==> src/hw/rtl/rpq_pkg.sv <==
// Package: shared types, constants and GF(2^8) helpers for the P/Q syndrome engine.
`timescale 1ns / 1ps
package rpq_pkg;

	localparam int MAX_DATA_DISKS = 32;
	localparam int BYTE_LANES     = 8;
	localparam int QUEUE_DEPTH    = 4;

	localparam int IDX_W   = 6;
	localparam int WORD_W  = 64;
	localparam int CFG_W   = 6;
	localparam int CIDX_W  = 2;
	localparam int S_TDATA_W = ((IDX_W + 3 * WORD_W + 7) / 8) * 8;
	localparam int M_TDATA_W = 2 * WORD_W;

	localparam logic [CIDX_W-1:0] REG_MODE       = 2'd0;
	localparam logic [CIDX_W-1:0] REG_DATA_DISKS = 2'd1;
	localparam logic [CIDX_W-1:0] REG_FIRST_DISK = 2'd2;
	localparam logic [CIDX_W-1:0] REG_LAST_DISK  = 2'd3;

	localparam logic MODE_GENERATE = 1'b0;
	localparam logic MODE_UPDATE   = 1'b1;

	localparam logic STATUS_OK  = 1'b0;
	localparam logic STATUS_BAD = 1'b1;

	localparam logic [WORD_W-1:0] LANE_MASK = (BYTE_LANES >= 8) ? {WORD_W{1'b1}} :
		((64'd1 << (8 * BYTE_LANES)) - 64'd1);

	localparam logic [7:0] GF_POLY_LOW = 8'h1d;

	localparam logic [7:0] GEN_POWERS [64] = '{
		8'h01, 8'h02, 8'h04, 8'h08, 8'h10, 8'h20, 8'h40, 8'h80,
		8'h1d, 8'h3a, 8'h74, 8'he8, 8'hcd, 8'h87, 8'h13, 8'h26,
		8'h4c, 8'h98, 8'h2d, 8'h5a, 8'hb4, 8'h75, 8'hea, 8'hc9,
		8'h8f, 8'h03, 8'h06, 8'h0c, 8'h18, 8'h30, 8'h60, 8'hc0,
		8'h9d, 8'h27, 8'h4e, 8'h9c, 8'h25, 8'h4a, 8'h94, 8'h35,
		8'h6a, 8'hd4, 8'hb5, 8'h77, 8'hee, 8'hc1, 8'h9f, 8'h23,
		8'h46, 8'h8c, 8'h05, 8'h0a, 8'h14, 8'h28, 8'h50, 8'ha0,
		8'h5d, 8'hba, 8'h69, 8'hd2, 8'hb9, 8'h6f, 8'hde, 8'ha1
	};

	typedef struct packed {
		logic              pass;
		logic              load;
		logic              emit;
		logic [WORD_W-1:0] p_term;
		logic [WORD_W-1:0] q_term;
		logic [WORD_W-1:0] init_p;
		logic [WORD_W-1:0] init_q;
	} rpq_entry_t;

	function automatic logic [7:0] gf_xtime(input logic [7:0] a);
		return {a[6:0], 1'b0} ^ (a[7] ? GF_POLY_LOW : 8'h00);
	endfunction

	function automatic logic [7:0] gf_mul(input logic [7:0] a, input logic [7:0] c);
		logic [7:0] acc;
		logic [7:0] sh;
		acc = 8'h00;
		sh  = a;
		for (int i = 0; i < 8; i++) begin
			if (c[i]) begin
				acc = acc ^ sh;
			end
			sh = gf_xtime(sh);
		end
		return acc;
	endfunction

endpackage

==> src/hw/rtl/rpq_front.sv <==
// Front: configuration registers, item classification and Q-term multiply.
`timescale 1ns / 1ps
module rpq_front (
	input  logic                       clk,
	input  logic                       arst_n,
	input  logic                       cfg_we,
	input  logic [rpq_pkg::CIDX_W-1:0] cfg_index,
	input  logic [rpq_pkg::CFG_W-1:0]  cfg_data,
	input  logic [rpq_pkg::IDX_W-1:0]  disk_index,
	input  logic [rpq_pkg::WORD_W-1:0] data_word,
	input  logic [rpq_pkg::WORD_W-1:0] old_p,
	input  logic [rpq_pkg::WORD_W-1:0] old_q,
	output logic                       keep,
	output rpq_pkg::rpq_entry_t        entry
);
	import rpq_pkg::*;

	logic             mode_q;
	logic [CFG_W-1:0] data_disks_q;
	logic [CFG_W-1:0] first_disk_q;
	logic [CFG_W-1:0] last_disk_q;

	logic              cfg_bad;
	logic [IDX_W-1:0]  lo;
	logic [IDX_W-1:0]  hi;
	logic [WORD_W-1:0] d_m;
	logic [WORD_W-1:0] op_m;
	logic [WORD_W-1:0] oq_m;
	logic [WORD_W-1:0] qd;
	logic [7:0]        coef;

	always_ff @(posedge clk or negedge arst_n) begin
		if (!arst_n) begin
			mode_q       <= MODE_GENERATE;
			data_disks_q <= CFG_W'(1);
			first_disk_q <= '0;
			last_disk_q  <= '0;
		end else if (cfg_we) begin
			unique case (cfg_index)
				REG_MODE:       mode_q       <= cfg_data[0];
				REG_DATA_DISKS: data_disks_q <= cfg_data;
				REG_FIRST_DISK: first_disk_q <= cfg_data;
				REG_LAST_DISK:  last_disk_q  <= cfg_data;
				default: ;
			endcase
		end
	end

	assign d_m  = data_word & LANE_MASK;
	assign op_m = old_p & LANE_MASK;
	assign oq_m = old_q & LANE_MASK;
	assign coef = GEN_POWERS[disk_index];

	always_comb begin
		qd = '0;
		for (int l = 0; l < BYTE_LANES; l++) begin
			qd[8*l +: 8] = gf_mul(d_m[8*l +: 8], coef);
		end
	end

	always_comb begin
		cfg_bad = (data_disks_q == '0) || ({1'b0, data_disks_q} > 7'(MAX_DATA_DISKS));
		if (mode_q == MODE_UPDATE) begin
			cfg_bad = cfg_bad || (first_disk_q > last_disk_q) ||
				(last_disk_q >= data_disks_q);
		end
		lo = (mode_q == MODE_UPDATE) ? first_disk_q : '0;
		hi = (mode_q == MODE_UPDATE) ? last_disk_q : data_disks_q - CFG_W'(1);
	end

	always_comb begin
		entry.pass   = cfg_bad;
		entry.load   = (disk_index == lo);
		entry.emit   = cfg_bad || (disk_index == hi);
		entry.p_term = d_m;
		entry.q_term = qd;
		entry.init_p = (cfg_bad || mode_q == MODE_UPDATE) ? op_m : '0;
		entry.init_q = (cfg_bad || mode_q == MODE_UPDATE) ? oq_m : '0;
		keep = cfg_bad || ((disk_index >= lo) && (disk_index <= hi));
	end

endmodule

==> src/hw/rtl/rpq_queue.sv <==
// Queue: short FIFO of classified entries between front and back.
`timescale 1ns / 1ps
module rpq_queue (
	input  logic                clk,
	input  logic                arst_n,
	input  logic                push,
	input  rpq_pkg::rpq_entry_t push_entry,
	output logic                full,
	input  logic                pop,
	output logic                not_empty,
	output rpq_pkg::rpq_entry_t head
);
	import rpq_pkg::*;

	localparam int PTR_W = $clog2(QUEUE_DEPTH);

	rpq_entry_t       mem_q [QUEUE_DEPTH];
	logic [PTR_W-1:0] wr_ptr_q;
	logic [PTR_W-1:0] rd_ptr_q;
	logic [PTR_W:0]   count_q;

	assign full      = (count_q == (PTR_W+1)'(QUEUE_DEPTH));
	assign not_empty = (count_q != '0);
	assign head      = mem_q[rd_ptr_q];

	always_ff @(posedge clk) begin
		if (push) begin
			mem_q[wr_ptr_q] <= push_entry;
		end
	end

	always_ff @(posedge clk or negedge arst_n) begin
		if (!arst_n) begin
			wr_ptr_q <= '0;
			rd_ptr_q <= '0;
			count_q  <= '0;
		end else begin
			if (push) begin
				wr_ptr_q <= (wr_ptr_q == PTR_W'(QUEUE_DEPTH - 1)) ? '0 : wr_ptr_q + PTR_W'(1);
			end
			if (pop) begin
				rd_ptr_q <= (rd_ptr_q == PTR_W'(QUEUE_DEPTH - 1)) ? '0 : rd_ptr_q + PTR_W'(1);
			end
			if (push && !pop) begin
				count_q <= count_q + (PTR_W+1)'(1);
			end else if (pop && !push) begin
				count_q <= count_q - (PTR_W+1)'(1);
			end
		end
	end

endmodule

==> src/hw/rtl/rpq_back.sv <==
// Back: P/Q accumulators and the result output register.
`timescale 1ns / 1ps
module rpq_back (
	input  logic                       clk,
	input  logic                       arst_n,
	input  logic                       avail,
	input  rpq_pkg::rpq_entry_t        head,
	output logic                       pop,
	output logic                       out_valid,
	input  logic                       out_ready,
	output logic [rpq_pkg::WORD_W-1:0] p_word,
	output logic [rpq_pkg::WORD_W-1:0] q_word,
	output logic                       status
);
	import rpq_pkg::*;

	logic [WORD_W-1:0] p_acc_q;
	logic [WORD_W-1:0] q_acc_q;
	logic [WORD_W-1:0] p_res_q;
	logic [WORD_W-1:0] q_res_q;
	logic              status_q;
	logic              valid_q;
	logic              slot_free;
	logic [WORD_W-1:0] p_next;
	logic [WORD_W-1:0] q_next;

	assign slot_free = !valid_q || out_ready;
	assign pop       = avail && (!head.emit || slot_free);
	assign p_next    = (head.load ? head.init_p : p_acc_q) ^ head.p_term;
	assign q_next    = (head.load ? head.init_q : q_acc_q) ^ head.q_term;

	always_ff @(posedge clk or negedge arst_n) begin
		if (!arst_n) begin
			p_acc_q <= '0;
			q_acc_q <= '0;
			valid_q <= 1'b0;
		end else begin
			if (pop && !head.pass) begin
				p_acc_q <= p_next;
				q_acc_q <= q_next;
			end
			if (pop && head.emit) begin
				valid_q <= 1'b1;
			end else if (out_ready) begin
				valid_q <= 1'b0;
			end
		end
	end

	always_ff @(posedge clk) begin
		if (pop && head.emit) begin
			p_res_q  <= head.pass ? head.init_p : p_next;
			q_res_q  <= head.pass ? head.init_q : q_next;
			status_q <= head.pass ? STATUS_BAD : STATUS_OK;
		end
	end

	assign out_valid = valid_q;
	assign p_word    = p_res_q;
	assign q_word    = q_res_q;
	assign status    = status_q;

endmodule

==> src/hw/rtl/raid6_pq_syndrome_engine_unit.sv <==
// Top level: RAID-6 P/Q syndrome engine over GF(2^8), eight byte lanes.
//
//  channel  | direction | fields
//  s_axis   | in        | tdata: disk_index, data_word, old_p, old_q
//  m_axis   | out       | tdata: p_word, q_word; tuser: status
//  cfg      | in        | cfg_index, cfg_data (mode, data_disks, first_disk, last_disk)
//
// One item per cycle unless the queue is full; results pass the queue and the output register.
// The front classifies and multiplies by alpha^index in the accept cycle, the back adds one
// queued entry per cycle unless a final one awaits the output slot; the accumulator loop sets the rate.
// A four-entry queue holds items while the output register waits on m_axis_tready.
// arst_n resets the configuration to defaults and clears the accumulators, queue and output valid.
`timescale 1ns / 1ps
module raid6_pq_syndrome_engine_unit (
	input  logic                          clk,
	input  logic                          arst_n,
	input  logic                          s_axis_tvalid,
	output logic                          s_axis_tready,
	// disk_index[5:0], data_word[69:6], old_p[133:70], old_q[197:134], zero fill
	input  logic [rpq_pkg::S_TDATA_W-1:0] s_axis_tdata,
	output logic                          m_axis_tvalid,
	input  logic                          m_axis_tready,
	// p_word[63:0], q_word[127:64]
	output logic [rpq_pkg::M_TDATA_W-1:0] m_axis_tdata,
	// status[0]
	output logic                          m_axis_tuser,
	input  logic                          cfg_valid,
	output logic                          cfg_ready,
	input  logic [rpq_pkg::CIDX_W-1:0]    cfg_index,
	input  logic [rpq_pkg::CFG_W-1:0]     cfg_data
);
	import rpq_pkg::*;

	logic              keep;
	logic              q_full;
	logic              q_avail;
	logic              q_pop;
	logic              s_xfer;
	rpq_entry_t        f_entry;
	rpq_entry_t        q_head;
	logic [WORD_W-1:0] p_word;
	logic [WORD_W-1:0] q_word;

	assign cfg_ready     = 1'b1;
	assign s_axis_tready = !q_full;
	assign s_xfer        = s_axis_tvalid && s_axis_tready;

	rpq_front u_front (
		.clk        (clk),
		.arst_n     (arst_n),
		.cfg_we     (cfg_valid && cfg_ready),
		.cfg_index  (cfg_index),
		.cfg_data   (cfg_data),
		.disk_index (s_axis_tdata[IDX_W-1:0]),
		.data_word  (s_axis_tdata[IDX_W +: WORD_W]),
		.old_p      (s_axis_tdata[IDX_W + WORD_W +: WORD_W]),
		.old_q      (s_axis_tdata[IDX_W + 2*WORD_W +: WORD_W]),
		.keep       (keep),
		.entry      (f_entry)
	);

	rpq_queue u_queue (
		.clk        (clk),
		.arst_n     (arst_n),
		.push       (s_xfer && keep),
		.push_entry (f_entry),
		.full       (q_full),
		.pop        (q_pop),
		.not_empty  (q_avail),
		.head       (q_head)
	);

	rpq_back u_back (
		.clk       (clk),
		.arst_n    (arst_n),
		.avail     (q_avail),
		.head      (q_head),
		.pop       (q_pop),
		.out_valid (m_axis_tvalid),
		.out_ready (m_axis_tready),
		.p_word    (p_word),
		.q_word    (q_word),
		.status    (m_axis_tuser)
	);

	assign m_axis_tdata = {q_word, p_word};

endmodule

==> config.mk <==
export PLATFORM = sky130hd
export DESIGN_NAME = raid6_pq_syndrome_engine_unit
export DESIGN_NICKNAME = d
export VERILOG_FILES = /design/src/hw/rtl/rpq_pkg.sv /design/src/hw/rtl/rpq_front.sv /design/src/hw/rtl/rpq_queue.sv /design/src/hw/rtl/rpq_back.sv /design/src/hw/rtl/raid6_pq_syndrome_engine_unit.sv
export SDC_FILE = /design/constraint.sdc
export NUM_CORES = 2
export LEC_CHECK = 0
export BUFFER_PORTS_ARGS = -buffer_cell sky130_fd_sc_hd__buf_2
export CORE_MARGIN = 2
export CORE_UTILIZATION = 35
export DETAILED_ROUTE_END_ITERATION = 10
export GPL_ROUTABILITY_DRIVEN = 0
export PLACE_DENSITY = 0.52
export SLEW_MARGIN = 10
export SYNTH_ARGS = -nofsm -noshare
export SYNTH_HDL_FRONTEND = slang
export SYNTH_SLANG_ARGS = --single-unit
==> constraint.sdc <==
create_clock -name clk -period 12.9 [get_ports clk]
set_clock_uncertainty 0.2 [all_clocks]
set_input_delay 0 -clock clk [delete_from_list [all_inputs] [get_ports clk]]
set_output_delay 0 -clock clk [all_outputs]
set_load 0.01 [all_outputs]
==> summary.md <==
| Metric | Value |
|---|---|
| Fin nets | 5,056 |
| Final slew viol count | 0 |
| Fmax | 0.175 GHz |
| FF-to-FF setup slack | 7180 ps |
| Cell count after synthesis | 4,164 |
| Worst setup startpoint | u_front.data_disks_q[0] |
| Die Wd | 429 um |
| Num ports | 345 |
| Largest net degree at the start of global routing | around 120 |
| Largest family of logic cells by synthesized area | multiplexers |
| Die ar. | 0.184 mm^2 |
| Layout cell share with drive strength beyond 1 | 24.2% |
| Post-DP Area | 0.0672 mm^2 |
| Avg Inst Size Synth | 15.2 um^2 |
| Worst-Margin Slew | 1120 ps |
| Detailed-placement wirelength estimate | roughly 100 mm |
| Cell taking the most area after synthesis | edfxtp_1 |
| Seq/Total Area, Yosys | 61.3% |
| Total negative slack | 0 ps |
| H-tree depth | 4 |
| Vias in the first global route | 38,400 |
| Synth warn | 0 |
| Setup violations, final | 0 |
| Register-to-Register Path Depth | 15 |
| Worst path slowest cell | buf_4 |
| Final Instance Area | ~0.076 mm^2 |
| Post-layout min period | 5720 ps |
| Mux contribution to synthesized area | 16.6% |
| Post_cts resized | 0 |
| Critical path endpoint | u_queue.mem_q[0][74] |
| WL final | 174 mm |
| Root Buffer | clkbuf_16 |
| CP Max Fanout | 58 |
| Clock Tree Buf Depth | 3 |
| Post-Synth XOR/XNOR Area | 9.73% |
| Post-synth EDFFs | around 1,200 |
| CTS tree | yes |
| Post-synth net total | roughly 4,400 |
| Commonest non-fill, non-tap cells in the layout | edfxtp_1 (1,165), xnor2_1 (549), dlygate4sd3_1 (389), buf_2 (340), mux2_2 (283) |
| Max-Cap Viols | 0 |
| Final cell count without fillers | around 7,300 |
| Vias | 36,900 |
| CP arrival | 5910 ps |
| Initial core utilization | 35.1% |
| Slowest stage delay, CP | 840 ps |
| Worst Hold Class | in2reg |
| Most used DFF post-synth | edfxtp_1 |
| Post-DR vias/cell | ~5.1 |
| CP startpoint kind | flip-flop |
| Core area | 0.180 mm^2 |
| Worst-path cell chain | inv_1 -> ha_1 -> nand3_1 -> xnor2_1 -> nor2_1 -> a21oi_1 -> ha_1 -> nor2b_1 -> o21ai_0 -> nand3b_1 -> a22o_1 -> a21oi_1 -> and2_4 -> buf_4 -> buf_4 |
| Total gr overflow | 0 |
| Leading cell type in the layout, fill and taps excluded | edfxtp_1 |
| DR DRC count | 0 |
| Slew headroom | 25.5% |
| First-pass GRT wire length | 256 mm |
| Area Growth Syn to Fin | 19.8% |
| Synth top area cells | edfxtp_1 (55%), mux4_2 (9.3%), xnor2_1 (7.6%) |
| Post-synthesis adder-cell area fraction | 0.822% |
| IO buf count | 341 |
| Compound-gate portion of the synthesized area | 4.13% |
| Drt wl/cell | 23.8 um |
| Yosys top cell area share | between 50 and 60% |
| Final period util | about 44% |
| Placed instance count | between 6,000 and 7,000 |
| Num rows | approximately 160 |
| FF-to-FF End | u_queue.mem_q[0][74] |
| Die height | 429 um |
| Final Hold Fails | 0 |
| DRT iter0 DRCs | about 2,800 |
| # Post-CTS Setup Buffers | 0 |
| 1st-pass router iterations | 5 |
| Leak pwr | roughly 26 nW |
| CTS Hold Bufs | a little under 400 |
| Unrepaired setup endpoints after global routing | false |
| Initial antenna violation count | 12 |
| Post-Synthesis Cell Area | 0.0634 mm^2 |
| Crit path required time | 13,090 ps |
| CTS Buf Count | 147 |
| Kind of critical path | reg2reg |
| Fin Hold WS | 68.0 ps |
| Asr flop ratio synth | around an eighth |
| Clock Latency Late Sink | between 800 and 900 ps |
| Pwr dens | about 240 mW/mm^2 |
| # clock sinks | 1,320 |
| Seq cells post-synth | 1,320 |
| Post-DRT Antenna Nets | 0 |
| Layout Utilization | 42.1% |
| VDD IR-drop max | between 0.15 and 0.2 mV |
| Clk slew on worst S/H paths | roughly 60 ps |
| Run status | finished, final reports clean |
| Post-Synth Simple-Gate Area | between 4 and 5% |
| R2R Path Start | u_front.data_disks_q[0] |
| Overall Global Routing Usage | between 10% and 20% |
| Crit end category | flip-flop |
| Post-synth cell types | 80 |
## stage by stage
step / power, mW / setup WS, ps
5_1_grt: 19.3 / 6660
3_3_place_gp: 14.2 / 7040
6_report: 18.3 / 7180
2_1_floorplan: 12.3 / 3860
3_5_place_dp: 14.3 / 7040
4_1_cts: 18.6 / 7000
## flip-flops by register name, indices dropped and copies added, names as in the netlist
register              flops
u_front.last_disk_q       6
u_back.out_valid          1
u_queue.rd_ptr_q          2
u_front.data_disks_q      6
u_queue.count_q           3
u_front.first_disk_q      6
u_queue.mem_q          1036
u_back.p_word            64
u_back.p_acc_q           64
u_back.q_word            64
u_queue.wr_ptr_q          2
u_front.mode_q            1
u_back.status             1
u_back.q_acc_q           64
## worst max-delay path: cells and delay by family (launching register included)
family / cells / cell delay, ps
AO/OA/AOI/OAI: 4 / 980
XOR/XNOR: 1 / 120
adder cells (fa/ha/maj): 2 / 490
buffers and inverters: 3 / 1660
flip-flops: 1 / 570
AND/OR/NAND/NOR: 5 / 1170
## cell families (layout without fill, tap and decap cells)
logic type / count (synthesis) / in the layout
other cells: 1 / 5
compound gates: 402 / 402
xor+xnor: 696 / 696
flops: 1320 / 1320
buf+inv: 331 / 1091
mux: 687 / 687
simple gates: 686 / 686
fa+ha+maj: 41 / 41
## Yosys cell counts, types with 13 or more instances
cell type / n
xnor2_1: 549
edfxtp_1: 1165
nor2_1: 206
buf_6: 14
o22ai_1: 27
mux4_2: 263
nor3_1: 22
dfrtp_1: 154
a221o_1: 13
a21oi_1: 101
o21ai_0: 106
ha_1: 40
mux2i_1: 140
nand3_1: 19
buf_4: 17
nand2_1: 243
a221oi_1: 15
xor2_1: 142
nor2b_1: 141
mux2_2: 283
inv_1: 40
clkbuf_1: 142
buf_2: 72
buf_1: 45
a22oi_1: 38
## worst min-delay path by stage
stage                           startpoint               endpoint  slack, ps  cells past startpoint
after CTS                 s_axis_tdata[13]  u_queue.mem_q[0][199]        0.5                      2
after global placement              arst_n     u_back.q_acc_q[26]        -80                      1
final                     s_axis_tdata[33]  u_queue.mem_q[2][219]         70                      2
after global routing      s_axis_tdata[33]  u_queue.mem_q[2][219]         40                      2
after detailed placement            arst_n     u_back.q_acc_q[30]        -90                      1
after floorplan                     arst_n       u_back.out_valid       -500                      0
## routing by layer
metal | vias up | wire [um] | track usage [%] | part of all wire (%)
li1 | 16800 | - | - | -
met1 | 19000 | 77400 | 25.0 | 45
met2 | 818 | 85000 | 31.3 | 49
met3 | 211 | 6960 | 2.84 | 4.0
met4 | 4 | 4150 | 5.33 | 2.4
met5 | - | 27 | 0 | 0.016
## area by class of cell
| class | count | area [um^2] |
|---|---|---|
| antenna | 4 | 10.0 |
| clock buffer | 194 | 4010 |
| clock inverter | 77 | 708 |
| fill | 16500 | 104000 |
| inverter | 40 | 150 |
| multi-input combinational | 2513 | 23100 |
| sequential | 1320 | 38900 |
| tap | 2370 | 2970 |
| timing repair buffer | 780 | 6100 |
## where the power goes
part           switching, mW  total (mW)  leakage, nW  internal (mW)
logic                   4.01        7.36         11.4           3.35
registers              0.411        6.83         12.5           6.42
clock network           1.74        4.07         2.32           2.33
Power figures use the tool's default switching activity.
